File: src/sv/pls_pkg.sv
// Shared types and constants of the piecewise linear sensor scaler.
`default_nettype none

package pls_pkg;

   // Fixed field widths of the request and response payloads.
   localparam int RAW_W = 10;
   localparam int SCL_W = 32;
   localparam int IDX_W = 3;

   // Default number of breakpoints.
   localparam int BIN_COUNT_DEF = 8;

   // Widths of the serial datapath: slope difference, product, final sum.
   localparam int DIFF_W = SCL_W + 1;
   localparam int PROD_W = DIFF_W + RAW_W;
   localparam int SUM_W  = PROD_W + 2;
   localparam int CNT_W  = $clog2(PROD_W);

   typedef logic        [RAW_W-1:0] raw_type;
   typedef logic signed [SCL_W-1:0] scaled_type;
   typedef logic        [IDX_W-1:0] index_type;

   typedef enum logic {
      OP_LOAD    = 1'b0,
      OP_CONVERT = 1'b1
   } opcode_type;

   // One breakpoint as it is held in the table memory.
   typedef struct packed {
      raw_type    raw;
      scaled_type scaled;
   } entry_type;

   localparam scaled_type SCL_MAX = {1'b0, {(SCL_W-1){1'b1}}};
   localparam scaled_type SCL_MIN = {1'b1, {(SCL_W-1){1'b0}}};

endpackage

`default_nettype wire

File: src/sv/pls_if.sv
// Request and response channel interfaces of the piecewise linear sensor scaler.
`default_nettype none

interface pls_req_if;
   import pls_pkg::*;

   logic       valid;
   logic       ready;
   opcode_type opcode;
   index_type  entry_index;
   raw_type    raw_point;
   scaled_type scaled_point;
   raw_type    sample;

   modport source (output valid, opcode, entry_index, raw_point, scaled_point, sample,
                   input ready);
   modport sink   (input valid, opcode, entry_index, raw_point, scaled_point, sample,
                   output ready);
endinterface

interface pls_rsp_if;
   import pls_pkg::*;

   logic       valid;
   logic       ready;
   scaled_type scaled_value;
   logic       saturated;

   modport source (output valid, scaled_value, saturated, input ready);
   modport sink   (input valid, scaled_value, saturated, output ready);
endinterface

`default_nettype wire

File: src/sv/pls_ram.sv
// Generic single write port, single read port RAM with registered read data.
`default_nettype none

module pls_ram #(
   parameter int WIDTH = 8,
   parameter int DEPTH = 8
) (
   input  wire logic                     clock,
   input  wire logic                     wr_en,
   input  wire logic [$clog2(DEPTH)-1:0] wr_addr,
   input  wire logic [WIDTH-1:0]         wr_data,
   input  wire logic [$clog2(DEPTH)-1:0] rd_addr,
   output      logic [WIDTH-1:0]         rd_data
);

   logic [WIDTH-1:0] mem_ff [DEPTH];

   always_ff @(posedge clock) begin
      if (wr_en) begin
         mem_ff[wr_addr] <= wr_data;
      end
      rd_data <= mem_ff[rd_addr];
   end

endmodule

`default_nettype wire

File: src/sv/piecewise_linear_sensor_scaler_unit.sv
// A load request writes the table and leaves the unit idle; the next request is taken in the
// following cycle. A convert request runs the bin search and then the bit-serial multiply and
// divide, and no new request is taken until its response is in the output register.
// Early exits (below the first bin, last bin, flat segment) skip the multiply and divide.
// Reset is synchronous and active high; it marks every breakpoint as zero.
`default_nettype none

module piecewise_linear_sensor_scaler_unit #(
   parameter int BIN_COUNT = pls_pkg::BIN_COUNT_DEF
) (
   input wire logic clock,
   input wire logic reset,
   pls_req_if.sink   req_ch,
   pls_rsp_if.source rsp_ch
);

   import pls_pkg::*;

   localparam int BIN_W = $clog2(BIN_COUNT);
   // Wide enough to compare any request index against the table depth.
   localparam int CMP_W = ((BIN_W > IDX_W) ? BIN_W : IDX_W) + 1;
   localparam int ENT_W = $bits(entry_type);

   // The sequencer walks the search, then the serial multiply and divide.
   typedef enum logic [8:0] {
      S_IDLE     = 9'b000000001,
      S_SEEK_RD  = 9'b000000010,
      S_SEEK_CHK = 9'b000000100,
      S_NEXT_RD  = 9'b000001000,
      S_NEXT_CHK = 9'b000010000,
      S_MUL      = 9'b000100000,
      S_DIV      = 9'b001000000,
      S_ADD      = 9'b010000000,
      S_DONE     = 9'b100000000
   } state_type;

   state_type            state_ff, state_in;
   logic [BIN_W-1:0]     bin_ff, bin_in;
   raw_type              sample_ff, sample_in;
   raw_type              x1_ff, x1_in;
   scaled_type           y1_ff, y1_in;
   logic [RAW_W-1:0]     dvs_ff, dvs_in;
   logic                 neg_ff, neg_in;
   logic [PROD_W-1:0]    mcand_ff, mcand_in;
   logic [RAW_W-1:0]     mplier_ff, mplier_in;
   logic [PROD_W-1:0]    acc_ff, acc_in;
   logic [RAW_W:0]       rem_ff, rem_in;
   logic [CNT_W-1:0]     cnt_ff, cnt_in;
   logic [SUM_W-1:0]     res_ff, res_in;
   logic [BIN_COUNT-1:0] valid_ff, valid_in;
   logic                 rsp_valid_ff, rsp_valid_in;
   scaled_type           rsp_value_ff, rsp_value_in;
   logic                 rsp_sat_ff, rsp_sat_in;

   // Table memory signals.
   logic             wr_en;
   logic [CMP_W-1:0] wr_idx;
   logic [BIN_W-1:0] rd_addr;
   logic [BIN_W-1:0] nxt_idx;
   logic [ENT_W-1:0] rd_word;
   entry_type        wr_entry;
   entry_type        rd_entry;
   raw_type          ent_raw;
   scaled_type       ent_scl;

   // Datapath helpers.
   logic              req_fire;
   logic [RAW_W:0]    dx;
   logic [RAW_W:0]    dx_neg;
   logic [DIFF_W-1:0] diff;
   logic [DIFF_W-1:0] diff_mag;
   logic [RAW_W:0]    rem_sh;
   logic              rem_ge;
   logic [SUM_W-1:0]  q_mag;
   logic [SUM_W-1:0]  q_signed;
   logic              res_ovf;

   assign req_fire = req_ch.valid && req_ch.ready;
   assign req_ch.ready = (state_ff == S_IDLE);

   // A load request writes the table at once; indexes past the table are dropped.
   assign wr_idx   = CMP_W'(req_ch.entry_index);
   assign wr_en    = req_fire && (req_ch.opcode == OP_LOAD) && (wr_idx < CMP_W'(BIN_COUNT));
   assign wr_entry = '{raw: req_ch.raw_point, scaled: req_ch.scaled_point};

   // The search reads the current bin; the interpolation reads the bin above it.
   assign nxt_idx = bin_ff + BIN_W'(1);
   assign rd_addr = (state_ff == S_NEXT_RD) ? nxt_idx : bin_ff;

   pls_ram #(
      .WIDTH (ENT_W),
      .DEPTH (BIN_COUNT)
   ) u_table (
      .clock   (clock),
      .wr_en   (wr_en),
      .wr_addr (wr_idx[BIN_W-1:0]),
      .wr_data (wr_entry),
      .rd_addr (rd_addr),
      .rd_data (rd_word)
   );

   // An entry that was never written since reset reads as zero. Writes only
   // happen in idle, so the valid bit of the addressed entry is stable here.
   assign rd_entry = entry_type'(rd_word);
   always_comb begin
      ent_raw = '0;
      ent_scl = '0;
      if (state_ff == S_NEXT_CHK) begin
         if (valid_ff[nxt_idx]) begin
            ent_raw = rd_entry.raw;
            ent_scl = rd_entry.scaled;
         end
      end else if (valid_ff[bin_ff]) begin
         ent_raw = rd_entry.raw;
         ent_scl = rd_entry.scaled;
      end
   end

   // Segment slope terms, taken when the upper breakpoint arrives.
   assign dx       = {1'b0, ent_raw} - {1'b0, x1_ff};
   assign dx_neg   = -dx;
   assign diff     = {ent_scl[SCL_W-1], ent_scl} - {y1_ff[SCL_W-1], y1_ff};
   assign diff_mag = diff[DIFF_W-1] ? -diff : diff;

   // One step of the restoring divide: bring down one dividend bit.
   assign rem_sh = {rem_ff[RAW_W-1:0], acc_ff[PROD_W-1]};
   assign rem_ge = (rem_sh >= {1'b0, dvs_ff});

   // The quotient magnitude sits in the accumulator once the divide is done.
   assign q_mag    = SUM_W'(acc_ff);
   assign q_signed = neg_ff ? -q_mag : q_mag;

   // The sum overflows 32 bits when its upper bits are not all copies of the sign.
   assign res_ovf = !((&res_ff[SUM_W-1:SCL_W-1]) || !(|res_ff[SUM_W-1:SCL_W-1]));

   always_comb begin
      state_in     = state_ff;
      bin_in       = bin_ff;
      sample_in    = sample_ff;
      x1_in        = x1_ff;
      y1_in        = y1_ff;
      dvs_in       = dvs_ff;
      neg_in       = neg_ff;
      mcand_in     = mcand_ff;
      mplier_in    = mplier_ff;
      acc_in       = acc_ff;
      rem_in       = rem_ff;
      cnt_in       = cnt_ff;
      res_in       = res_ff;
      valid_in     = valid_ff;
      rsp_valid_in = rsp_valid_ff && !rsp_ch.ready;
      rsp_value_in = rsp_value_ff;
      rsp_sat_in   = rsp_sat_ff;

      if (wr_en) begin
         valid_in[wr_idx[BIN_W-1:0]] = 1'b1;
      end

      case (state_ff)
         S_IDLE: begin
            if (req_fire && (req_ch.opcode == OP_CONVERT)) begin
               sample_in = req_ch.sample;
               bin_in    = BIN_W'(BIN_COUNT - 1);
               state_in  = S_SEEK_RD;
            end
         end

         S_SEEK_RD: begin
            state_in = S_SEEK_CHK;
         end

         // Step down while the sample lies below this bin's raw point.
         S_SEEK_CHK: begin
            if ((bin_ff != '0) && (sample_ff < ent_raw)) begin
               bin_in   = bin_ff - BIN_W'(1);
               state_in = S_SEEK_RD;
            end else begin
               x1_in = ent_raw;
               y1_in = ent_scl;
               if (((bin_ff == '0) && (sample_ff < ent_raw)) ||
                   (bin_ff == BIN_W'(BIN_COUNT - 1))) begin
                  // Below the table or on the last bin: the bin value stands.
                  res_in   = {{(SUM_W-SCL_W){ent_scl[SCL_W-1]}}, ent_scl};
                  state_in = S_DONE;
               end else begin
                  state_in = S_NEXT_RD;
               end
            end
         end

         S_NEXT_RD: begin
            state_in = S_NEXT_CHK;
         end

         S_NEXT_CHK: begin
            if (dx == '0) begin
               // A flat segment would divide by zero; the lower value stands.
               res_in   = {{(SUM_W-SCL_W){y1_ff[SCL_W-1]}}, y1_ff};
               state_in = S_DONE;
            end else begin
               neg_in    = diff[DIFF_W-1] ^ dx[RAW_W];
               dvs_in    = dx[RAW_W] ? dx_neg[RAW_W-1:0] : dx[RAW_W-1:0];
               mcand_in  = PROD_W'(diff_mag);
               mplier_in = sample_ff - x1_ff;
               acc_in    = '0;
               cnt_in    = '0;
               state_in  = S_MUL;
            end
         end

         // Shift and add, one multiplier bit per cycle.
         S_MUL: begin
            acc_in    = acc_ff + (mplier_ff[0] ? mcand_ff : '0);
            mcand_in  = {mcand_ff[PROD_W-2:0], 1'b0};
            mplier_in = {1'b0, mplier_ff[RAW_W-1:1]};
            cnt_in    = cnt_ff + CNT_W'(1);
            if (cnt_ff == CNT_W'(RAW_W - 1)) begin
               cnt_in   = '0;
               rem_in   = '0;
               state_in = S_DIV;
            end
         end

         // Restoring divide, one quotient bit per cycle, shifted into acc_ff.
         S_DIV: begin
            rem_in = rem_ge ? (rem_sh - {1'b0, dvs_ff}) : rem_sh;
            acc_in = {acc_ff[PROD_W-2:0], rem_ge};
            cnt_in = cnt_ff + CNT_W'(1);
            if (cnt_ff == CNT_W'(PROD_W - 1)) begin
               cnt_in   = '0;
               state_in = S_ADD;
            end
         end

         S_ADD: begin
            res_in   = {{(SUM_W-SCL_W){y1_ff[SCL_W-1]}}, y1_ff} + q_signed;
            state_in = S_DONE;
         end

         // Hand the result over once the output register is free.
         S_DONE: begin
            if (!rsp_valid_ff || rsp_ch.ready) begin
               rsp_valid_in = 1'b1;
               rsp_sat_in   = res_ovf;
               if (!res_ovf) begin
                  rsp_value_in = res_ff[SCL_W-1:0];
               end else if (res_ff[SUM_W-1]) begin
                  rsp_value_in = SCL_MIN;
               end else begin
                  rsp_value_in = SCL_MAX;
               end
               state_in = S_IDLE;
            end
         end

         default: begin
            state_in = S_IDLE;
         end
      endcase
   end

   always_ff @(posedge clock) begin
      if (reset) begin
         state_ff     <= S_IDLE;
         bin_ff       <= '0;
         cnt_ff       <= '0;
         valid_ff     <= '0;
         rsp_valid_ff <= 1'b0;
      end else begin
         state_ff     <= state_in;
         bin_ff       <= bin_in;
         cnt_ff       <= cnt_in;
         valid_ff     <= valid_in;
         rsp_valid_ff <= rsp_valid_in;
      end
   end

   always_ff @(posedge clock) begin
      sample_ff    <= sample_in;
      x1_ff        <= x1_in;
      y1_ff        <= y1_in;
      dvs_ff       <= dvs_in;
      neg_ff       <= neg_in;
      mcand_ff     <= mcand_in;
      mplier_ff    <= mplier_in;
      acc_ff       <= acc_in;
      rem_ff       <= rem_in;
      res_ff       <= res_in;
      rsp_value_ff <= rsp_value_in;
      rsp_sat_ff   <= rsp_sat_in;
   end

   assign rsp_ch.valid        = rsp_valid_ff;
   assign rsp_ch.scaled_value = rsp_value_ff;
   assign rsp_ch.saturated    = rsp_sat_ff;

   // A convert request always starts the bin search.
   a_convert_starts: assert property (@(posedge clock) disable iff (reset)
      (req_fire && (req_ch.opcode == OP_CONVERT)) |=> (state_ff == S_SEEK_RD))
      else $error("convert request did not start the bin search");

   // The search only ever stays on a bin or moves one bin down.
   a_search_down: assert property (@(posedge clock) disable iff (reset)
      (state_ff == S_SEEK_CHK) |=>
         ((bin_ff == $past(bin_ff)) || (bin_ff == $past(bin_ff) - BIN_W'(1))))
      else $error("bin search moved upward or skipped a bin");

   // The partial remainder stays below the divisor through the divide.
   a_rem_bound: assert property (@(posedge clock) disable iff (reset)
      (state_ff == S_DIV) |-> (rem_ff < {1'b0, dvs_ff}))
      else $error("divide remainder reached the divisor");

   // A clamped result is one of the two range limits.
   a_sat_limit: assert property (@(posedge clock) disable iff (reset)
      (rsp_valid_ff && rsp_sat_ff) |->
         ((rsp_value_ff == SCL_MAX) || (rsp_value_ff == SCL_MIN)))
      else $error("saturated result is not a range limit");

endmodule

`default_nettype wire
File: src/flat_wrapper.sv
// flat-port wrapper written by rule: the top's interface ports become plain ports
module piecewise_linear_sensor_scaler_unit_flat import pls_pkg::*;
#(
   parameter int BIN_COUNT = pls_pkg::BIN_COUNT_DEF
)
  (clock, reset, req_ch_valid, req_ch_opcode, req_ch_entry_index, req_ch_raw_point, req_ch_scaled_point, req_ch_sample, req_ch_ready, rsp_ch_valid, rsp_ch_scaled_value, rsp_ch_saturated, rsp_ch_ready);
  pls_req_if req_ch_i ();
  pls_rsp_if rsp_ch_i ();
  input wire logic clock;
  input wire logic reset;
  input wire logic [$bits(req_ch_i.valid)-1:0] req_ch_valid;
  input wire logic [$bits(req_ch_i.opcode)-1:0] req_ch_opcode;
  input wire logic [$bits(req_ch_i.entry_index)-1:0] req_ch_entry_index;
  input wire logic [$bits(req_ch_i.raw_point)-1:0] req_ch_raw_point;
  input wire logic [$bits(req_ch_i.scaled_point)-1:0] req_ch_scaled_point;
  input wire logic [$bits(req_ch_i.sample)-1:0] req_ch_sample;
  output wire logic [$bits(req_ch_i.ready)-1:0] req_ch_ready;
  output wire logic [$bits(rsp_ch_i.valid)-1:0] rsp_ch_valid;
  output wire logic [$bits(rsp_ch_i.scaled_value)-1:0] rsp_ch_scaled_value;
  output wire logic [$bits(rsp_ch_i.saturated)-1:0] rsp_ch_saturated;
  input wire logic [$bits(rsp_ch_i.ready)-1:0] rsp_ch_ready;
  assign req_ch_i.valid = req_ch_valid;
  assign req_ch_i.opcode = req_ch_opcode;
  assign req_ch_i.entry_index = req_ch_entry_index;
  assign req_ch_i.raw_point = req_ch_raw_point;
  assign req_ch_i.scaled_point = req_ch_scaled_point;
  assign req_ch_i.sample = req_ch_sample;
  assign req_ch_ready = req_ch_i.ready;
  assign rsp_ch_valid = rsp_ch_i.valid;
  assign rsp_ch_scaled_value = rsp_ch_i.scaled_value;
  assign rsp_ch_saturated = rsp_ch_i.saturated;
  assign rsp_ch_i.ready = rsp_ch_ready;
  piecewise_linear_sensor_scaler_unit #(.BIN_COUNT(BIN_COUNT)) u_core (.clock(clock), .reset(reset), .req_ch(req_ch_i), .rsp_ch(rsp_ch_i));
endmodule
File: config.mk
export PLATFORM = sky130hd
export DESIGN_NAME = piecewise_linear_sensor_scaler_unit_flat
export DESIGN_NICKNAME = d
export VERILOG_FILES = /design/src/sv/pls_pkg.sv /design/src/sv/pls_if.sv /design/src/sv/pls_ram.sv /design/src/sv/piecewise_linear_sensor_scaler_unit.sv /design/src/flat_wrapper.sv
export SDC_FILE = /design/constraint.sdc
export NUM_CORES = 1
export LEC_CHECK = 0
export ABC_CLOCK_PERIOD_IN_PS = 12450
export BUFFER_PORTS_ARGS = -buffer_cell sky130_fd_sc_hd__buf_2
export CAP_MARGIN = 20
export CORE_ASPECT_RATIO = 0.8
export CORE_MARGIN = 1
export CORE_UTILIZATION = 55
export CTS_BUF_LIST = sky130_fd_sc_hd__clkbuf_4 sky130_fd_sc_hd__clkbuf_8
export DETAILED_ROUTE_END_ITERATION = 6
export GPL_TIMING_DRIVEN = 0
export PLACE_DENSITY = 0.82
export SLEW_MARGIN = 40
export SYNTH_ARGS = -nofsm -noshare
export SYNTH_HDL_FRONTEND = slang
export SYNTH_SLANG_ARGS = --single-unit
export TNS_END_PERCENT = 30
File: constraint.sdc
create_clock -name clock -period 12.45 [get_ports clock]
set_input_delay 0.6225 -clock clock [delete_from_list [all_inputs] [get_ports clock]]
set_output_delay 0.6225 -clock clock [all_outputs]
set_load 0.01 [all_outputs]
==> impl_metrics.py, run 1 <==
metrics = {
    "status": {
        "outcome": "completed",
    },
    "finish": {
        "nets": 3215,
        "diodes": 0,
        "area_growth_pct": 12.7,
        "instances_no_fill": 3889,
        "drive_above_1_share": 0.163,
    },
    "sta": {
        "rsz0062_at_grt": "false",
        "tightest_slew_ns": 0.878,
        "timing.setup.tns_ns": 0,
        "fmax_mhz": 137,
        "relSlewSlack": 0.414,
        "post-route-min-period_ns": 7.30,
        "setup_viol": 0,
        "fin_crit_sh": 0.586,
        "worst_clock_skew_ns": 0.0300,
        "final-max-slew-violation-count": 0,
        "hold_violations": 0,
    },
    "global_route": {
        "grt_pass1_vias": 23500,
        "grt_start_max_net_pins": 54,
        "grt_pass1_wl_um": 130000,
        "grt_use_met3": 0.0493,
        "antenna_found_initial": 2,
        "grt_usage": 0.270,
        "grt_use_met1": 0.375,
        "top_usage_layer": "met2",
        "met2_usage": 0.428,
        "gr-total-overflow": 0,
    },
    "worst_setup_path": {
        "required_ns": 12.88,
        "critical_path_class": "reg2reg",
        "r2r-end": "u_core.mcand_ff[7]",
        "crit_chain": "clkbuf_1 > inv_1 > ha_1 > mux4_2 > mux2i_1 > a21oi_1 > clkbuf_1 > and2_1 > ha_1 > clkbuf_1 > and3_1 > a221oi_1 > nor2_1 > o22ai_1 > o31ai_1 > nand3_1 > a21oi_1 > a31oi_2 > clkbuf_1 > o21ai_0 > xnor2_1 > a21oi_1",
        "critPathCaptureType": "flop",
        "cp_data_arrival_time_ns": 7.73,
        "cp-start-kind": "flop",
        "critPathMaxStageDelay_ns": 0.55,
        "path_common_cell": "clkbuf_1",
        "r2r-start": "u_core.bin_ff[0]",
        "cpLargestDelayFamily": "compound AO/OA/AOI/OAI gates",
        "worstPathMaxFanout": 10,
        "cp.buffers_inverters": 5,
        "cp_slowest_cell": "a21oi_1",
        "r2r_cells": 22,
        "r2r_setup_slack_ns": 5.15,
    },
    "floorplanning": {
        "die-area_um2": 62700,
        "die_w_um": 280,
        "std_cell_rows": 81,
        "io_pins": 95,
        "initial_utilization": 0.556,
        "die_y_um": 224,
        "coreArea_um2": 61000,
    },
    "synth": {
        "synth_flop_cell": "edfxtp_1",
        "netlist_instances": 2748,
        "ys_ff_latch": 652,
        "synth-seq-area-share": 0.557,
        "synth_async_sr_flop_share": 0,
        "syn-num-nets": 2980,
        "synth_edf_count": 583,
        "syn_area_um2": 33900,
        "yosysUniqueCellTypes": 76,
        "yosysWarnings": 0,
        "avgSynthCellArea_um2": 12.3,
    },
    "detailed_routing": {
        "vias_per_cell": 6.11,
        "wl_um": 84400,
        "num_vias": 23700,
        "first_pass_iters": 6,
        "drc": 0,
        "ant_nets": 0,
        "first_iter_violations": 2419,
        "wl_per_cell_um": 21.7,
    },
    "cts": {
        "clk_latency_ns": 0.73,
        "cts_buffer_depth": 3,
        "cts-root-buf": "clkbuf_8",
        "htree_levels": 3,
        "cts_tree": "done",
        "cts_buffers": 96,
        "cts-resized-gates": 0,
        "postCtsSetupRepairBufs": 0,
        "cts_hold_buffers": 0,
        "cts.sinks": 652,
        "clk_pin_slew_ns": 0.07,
    },
    "pwr": {
        "powerDensity_nw_per_um2": 117,
        "leakage_nw": 14.2,
        "irDropWorstVdd_mv": 0.127,
    },
    "place": {
        "dp_hpwl_um": 62200,
        "place.gp.congestion": 0.977,
        "numPortBuffers": 94,
        "place_inst": 3715,
    },
    "hold_path": {
        "hp-start": "req_ch_sample[2]",
        "min_to": "u_core.sample_ff[2]",
        "whs_path_depth": 1,
        "hold_path_class": "in2reg",
    },
    "flow_run": {
        "cap_violations": 0,
    },
}
metal layers:
layer / part of all wire / vias to the layer above
li1: - / 10800
met1: 0.43 / 11700
met2: 0.46 / 1039
met3: 0.080 / 185
met4: 0.029 / 0
met5: 0 / -
Yosys cell counts (20+ instances only):
| master | number | area (um^2) |
|---|---|---|
| nor3_1 | 31 | 155 |
| nand3_1 | 35 | 175 |
| mux2_2 | 44 | 495 |
| nor2_1 | 159 | 597 |
| edfxtp_1 | 583 | 17500 |
| clkbuf_1 | 80 | 300 |
| mux4_2 | 88 | 1980 |
| nand2_1 | 237 | 890 |
| nand2b_1 | 34 | 213 |
| a21o_1 | 80 | 601 |
| and2_1 | 99 | 619 |
| a21oi_1 | 163 | 816 |
| o21a_1 | 20 | 150 |
| dfxtp_1 | 69 | 1380 |
| ha_1 | 166 | 2080 |
| a22oi_1 | 27 | 203 |
| xnor2_1 | 128 | 1120 |
| nor2b_1 | 23 | 144 |
| inv_1 | 113 | 424 |
| o21ai_0 | 180 | 901 |
| xor2_1 | 79 | 692 |
| o31ai_1 | 26 | 195 |
sequential cells by signal, indices dropped and copies added, names as in the netlist:
| name | count |
|---|---|
| u_core.bin_ff | 3 |
| u_core.rem_ff | 10 |
| u_core.rsp_ch.scaled_value | 32 |
| u_core.mplier_ff | 10 |
| u_core.u_table.mem_ff | 336 |
| u_core.valid_ff | 8 |
| u_core.state_ff | 9 |
| u_core.acc_ff | 43 |
| u_core.dvs_ff | 10 |
| u_core.res_ff | 45 |
| u_core.sample_ff | 10 |
| u_core.rsp_ch.valid | 1 |
| u_core.u_table.rd_data | 42 |
| u_core.mcand_ff | 43 |
| u_core.x1_ff | 10 |
| u_core.rsp_ch.saturated | 1 |
| u_core.y1_ff | 32 |
| u_core.neg_ff | 1 |
| u_core.cnt_ff | 6 |
power by group:
group          total, mW  switching [mW]  internal [mW]  leakage [nW]
Sequential          2.42          0.0123           2.41          5.63
Clock               1.85           0.841           1.01          1.09
Combinational      0.220           0.123         0.0966          7.52
area by class of cell:
class	count	area, um^2
Multi-Input combinational cell	1889	14400
Clock buffer	147	1750
Sequential cell	652	18900
Buffer	94	367
Inverter	113	424
Clock inverter	27	300
Fill cell	4555	22800
Timing Repair Buffer	137	1050
Tap cell	830	1040
per-stage QoR:
stage | worst slack [ns] | area [um^2] | hold slack, ns | total power [mW] | util
after detailed placement | 5.20 | 36200 | 0.489 | 2.68 | 0.593
after global placement | 2.89 | 35400 | 0.461 | 2.67 | 0.581
after CTS | 5.15 | 38200 | 0.0266 | 4.51 | 0.627
final | 5.15 | 38200 | 0.0693 | 4.49 | 0.627
after floorplan | 5.60 | 33900 | 0.452 | 2.60 | -
after global routing | 4.61 | 38200 | 0.0225 | 4.62 | 0.627
worst max path at each step:
stage,start,end,slack [ns],cells after the start
floorplan,u_core.bin_ff[0],u_core.x1_ff[0],5.60,20
global placement,u_core.state_ff[1],u_core.y1_ff[29],2.89,18
detailed placement,u_core.bin_ff[0],u_core.mcand_ff[7],5.20,22
CTS,u_core.bin_ff[0],u_core.mcand_ff[7],5.15,22
global route,u_core.bin_ff[0],u_core.mcand_ff[29],4.61,22
finish,u_core.bin_ff[0],u_core.mcand_ff[7],5.15,22
cells in the final DEF (no fill, tap or decap), types with 79 or more instances in the layout:
master,instances
xor2_1,79
xnor2_1,128
o21ai_0,179
clkbuf_8,103
nand2_1,237
and2_1,99
mux4_2,88
inv_1,113
ha_1,166
edfxtp_1,583
nor2_1,150
buf_2,106
a21o_1,80
a21oi_1,163
cell families after synthesis:
kind of cell	Yosys count	synth area share
AOI/OAI and AO/OA	637	0.119
xor gates and xnor gates	207	0.0534
adders and majority gates	172	0.0648
buffers and inverters	207	0.0229
DFF	652	0.557
muxes	145	0.0769
and+or+nand+nor	728	0.107
worst reg2reg max path, delay by kind of cell (launching register included):
family                   cells  cell delay [ns]
AND/OR/NAND/NOR              4             0.86
XOR/XNOR                     1             0.19
AO/OA/AOI/OAI                8             2.74
buffers and inverters        5             1.74
multiplexers                 2             0.45
adder cells (fa/ha/maj)      2             0.67
flip-flops                   1             0.35
Note: power is estimated with default switching activity, not from simulation.
==> inputs of run 2 (changes only) <==
- ABC_CLOCK_PERIOD_IN_PS: 12450 -> 6100
- PLACE_DENSITY: 0.82 -> 0.84
- clock period: 12.45 -> 6.1 ns (I/O delays scaled with it)
==> impl_metrics.py, run 2 (same netlist as run 1, synthesis figures left out) <==
metrics = {
    "hold_path": {
        "hold_path_class": "in2reg",
        "whs_path_depth": 3,
        "min_to": "u_core.rsp_ch.valid",
        "hp-start": "rsp_ch_ready",
    },
    "sta": {
        "tightest_slew_ns": 0.931,
        "post-route-min-period_ns": 5.98,
        "timing.setup.tns_ns": 0,
        "hold_ws_ns": 0.0874,
        "worst_clock_skew_ns": 0.0485,
        "rsz0062_at_grt": "true",
        "relSlewSlack": 0.379,
        "hold_violations": 0,
        "setup_viol": 0,
        "setup_slack_ns": 0.122,
        "fin_crit_sh": 0.980,
        "final-max-slew-violation-count": 0,
        "fmax_mhz": 167,
    },
    "worst_setup_path": {
        "cpLargestDelayFamily": "simple AND/OR/NAND/NOR gates",
        "critPathCaptureType": "flop",
        "r2r_cells": 22,
        "r2r_setup_slack_ns": 0.12,
        "cp_slowest_cell": "or4_4",
        "critPathMaxStageDelay_ns": 0.59,
        "crit_cells": 22,
        "cp_data_arrival_time_ns": 6.40,
        "path_common_cell": "nand2_1",
        "cp.buffers_inverters": 0,
        "cp-start-kind": "flop",
        "r2r-end": "u_core.res_ff[44]",
        "worstPathMaxFanout": 6,
        "critical_path_class": "reg2reg",
        "crit_chain": "or4_4 > or4_4 > or2_2 > or4_4 > or2_2 > nor2_1 > nand2_1 > nand2_1 > xnor2_1 > ha_1 > nand2_1 > nor3_1 > nand2_1 > nor2_1 > a2111oi_1 > o21ai_1 > o211ai_1 > nand2b_1 > a21oi_4 > a41oi_1 > xnor2_1 > o21ai_1",
        "required_ns": 6.53,
        "r2r-start": "u_core.acc_ff[2]",
    },
    "floorplanning": {
        "die_y_um": 224,
        "die_w_um": 280,
        "initial_utilization": 0.556,
        "io_pins": 95,
        "coreArea_um2": 61000,
        "std_cell_rows": 81,
        "die-area_um2": 62700,
    },
    "pwr": {
        "intPower_mw": 7.36,
        "p_switching_mw": 2.11,
        "powerDensity_nw_per_um2": 240,
        "p_comb_frac": 0.053,
        "irDropWorstVdd_mv": 0.296,
        "pwr-share-clk": 0.425,
        "switching_share": 0.223,
        "power_mw": 9.47,
        "p_seq_frac": 0.522,
        "leakage_nw": 14.7,
    },
    "finish": {
        "stdcell_area_um2": 39500,
        "instances_no_fill": 3971,
        "top_register": "u_core.u_table.mem_ff",
        "drive_above_1_share": 0.181,
        "area_growth_pct": 16.3,
        "largest_reg_flops": 336,
        "fin_util": 0.647,
        "top_regs": "u_core.u_table.mem_ff x336, u_core.res_ff x45",
        "final_common_cell": "edfxtp_1",
        "layout_common_cells": "edfxtp_1, nand2_1, o21ai_0, a21oi_1, ha_1",
        "diodes": 0,
        "nets": 3290,
        "n_fill_cell": 4303,
    },
    "cts": {
        "cts.sinks": 652,
        "clk_latency_ns": 0.76,
        "cts-root-buf": "clkbuf_8",
        "cts_buffer_depth": 3,
        "cts_buffers": 96,
        "htree_levels": 3,
        "cts_tree": "done",
        "clk_pin_slew_ns": 0.07,
    },
    "detailed_routing": {
        "wl_per_cell_um": 22.7,
        "wl_um": 90000,
        "drc": 0,
        "first_pass_iters": 6,
        "vias_per_cell": 6.18,
        "ant_nets": 0,
        "first_iter_violations": 2513,
        "num_vias": 24500,
    },
    "place": {
        "dp_worst_setup_slack_ns": -1.10,
        "numPortBuffers": 94,
        "place_inst": 3713,
        "dp_hpwl_um": 63000,
        "place.gp.congestion": 0.951,
        "postPlaceCellArea_um2": 36200,
    },
    "global_route": {
        "gr-total-overflow": 0,
        "grt_usage": 0.284,
        "grt_pass1_wl_um": 136000,
        "grt_pass1_vias": 24300,
        "grt_start_max_net_pins": 28,
        "antenna_found_initial": 4,
    },
    "status": {
        "outcome": "completed",
    },
    "flow_run": {
        "cap_violations": 0,
    },
}
## run 2: worst max path at each step
stage | startpoint | endpoint | slack (ns)
global route | u_core.acc_ff[3] | u_core.res_ff[44] | -0.08
finish | u_core.acc_ff[2] | u_core.res_ff[44] | 0.12
CTS | u_core.acc_ff[2] | u_core.res_ff[44] | 0.002
detailed placement | u_core.bin_ff[0] | u_core.mcand_ff[7] | -1.10
floorplan | u_core.bin_ff[0] | u_core.res_ff[0] | -0.71
global placement | u_core.state_ff[1] | u_core.res_ff[39] | -2.61
## run 2: repair_timing
action,4_1_cts,5_1_grt
resized for setup,24,46
buffers inserted,4,17
gates cloned,1,1
endpoints found under the hold margin,361,0
hold buffers,58,0
pin swaps,6,11
setup endpoints to repair,179,168
## run 2: layout make-up
class,instances,area (um^2),share of cell area
flip-flops and latches,652,18900,0.479
multi-input cells,1891,14700,0.372
clock buffers,152,1850,0.0470
inverters,113,424,0.0108
well taps,830,1040,0.0263
plain buffers,90,368,0.00932
clock inverters,29,364,0.00923
repair buffers,214,1850,0.0470
## run 2: power groups by stage
| stage | Sequential (mW) | Clock (mW) | Combinational [mW] |
|---|---|---|---|
| floorplan | 5.02 | 0 | 0.282 |
| global placement | 5.04 | 0 | 0.406 |
| detailed placement | 5.04 | 0 | 0.448 |
| CTS | 4.94 | 4.02 | 0.483 |
| global route | 4.94 | 4.23 | 0.532 |
| finish | 4.94 | 4.02 | 0.505 |
## run 2: worst register-to-register path: stages, from the launching register on
cell and delay (ns):
edfxtp_1 0.50, or4_4 0.59, or4_4 0.46, or2_2 0.34
or4_4 0.48, or2_2 0.32, nor2_1 0.11, nand2_1 0.15
nand2_1 0.14, xnor2_1 0.17, ha_1 0.33, nand2_1 0.16
nor3_1 0.10, nand2_1 0.08, nor2_1 0.05, a2111oi_1 0.30
o21ai_1 0.20, o211ai_1 0.31, nand2b_1 0.14, a21oi_4 0.19
a41oi_1 0.15, xnor2_1 0.30, o21ai_1 0.11
## run 2: routing by layer
metal	GRT usage	vias up	wire, um
met1	0.380	12000	36200
met3	0.0574	218	8330
li1	-	11000	-
met5	0	-	27
met4	0.102	4	3030
met2	0.461	1340	42500
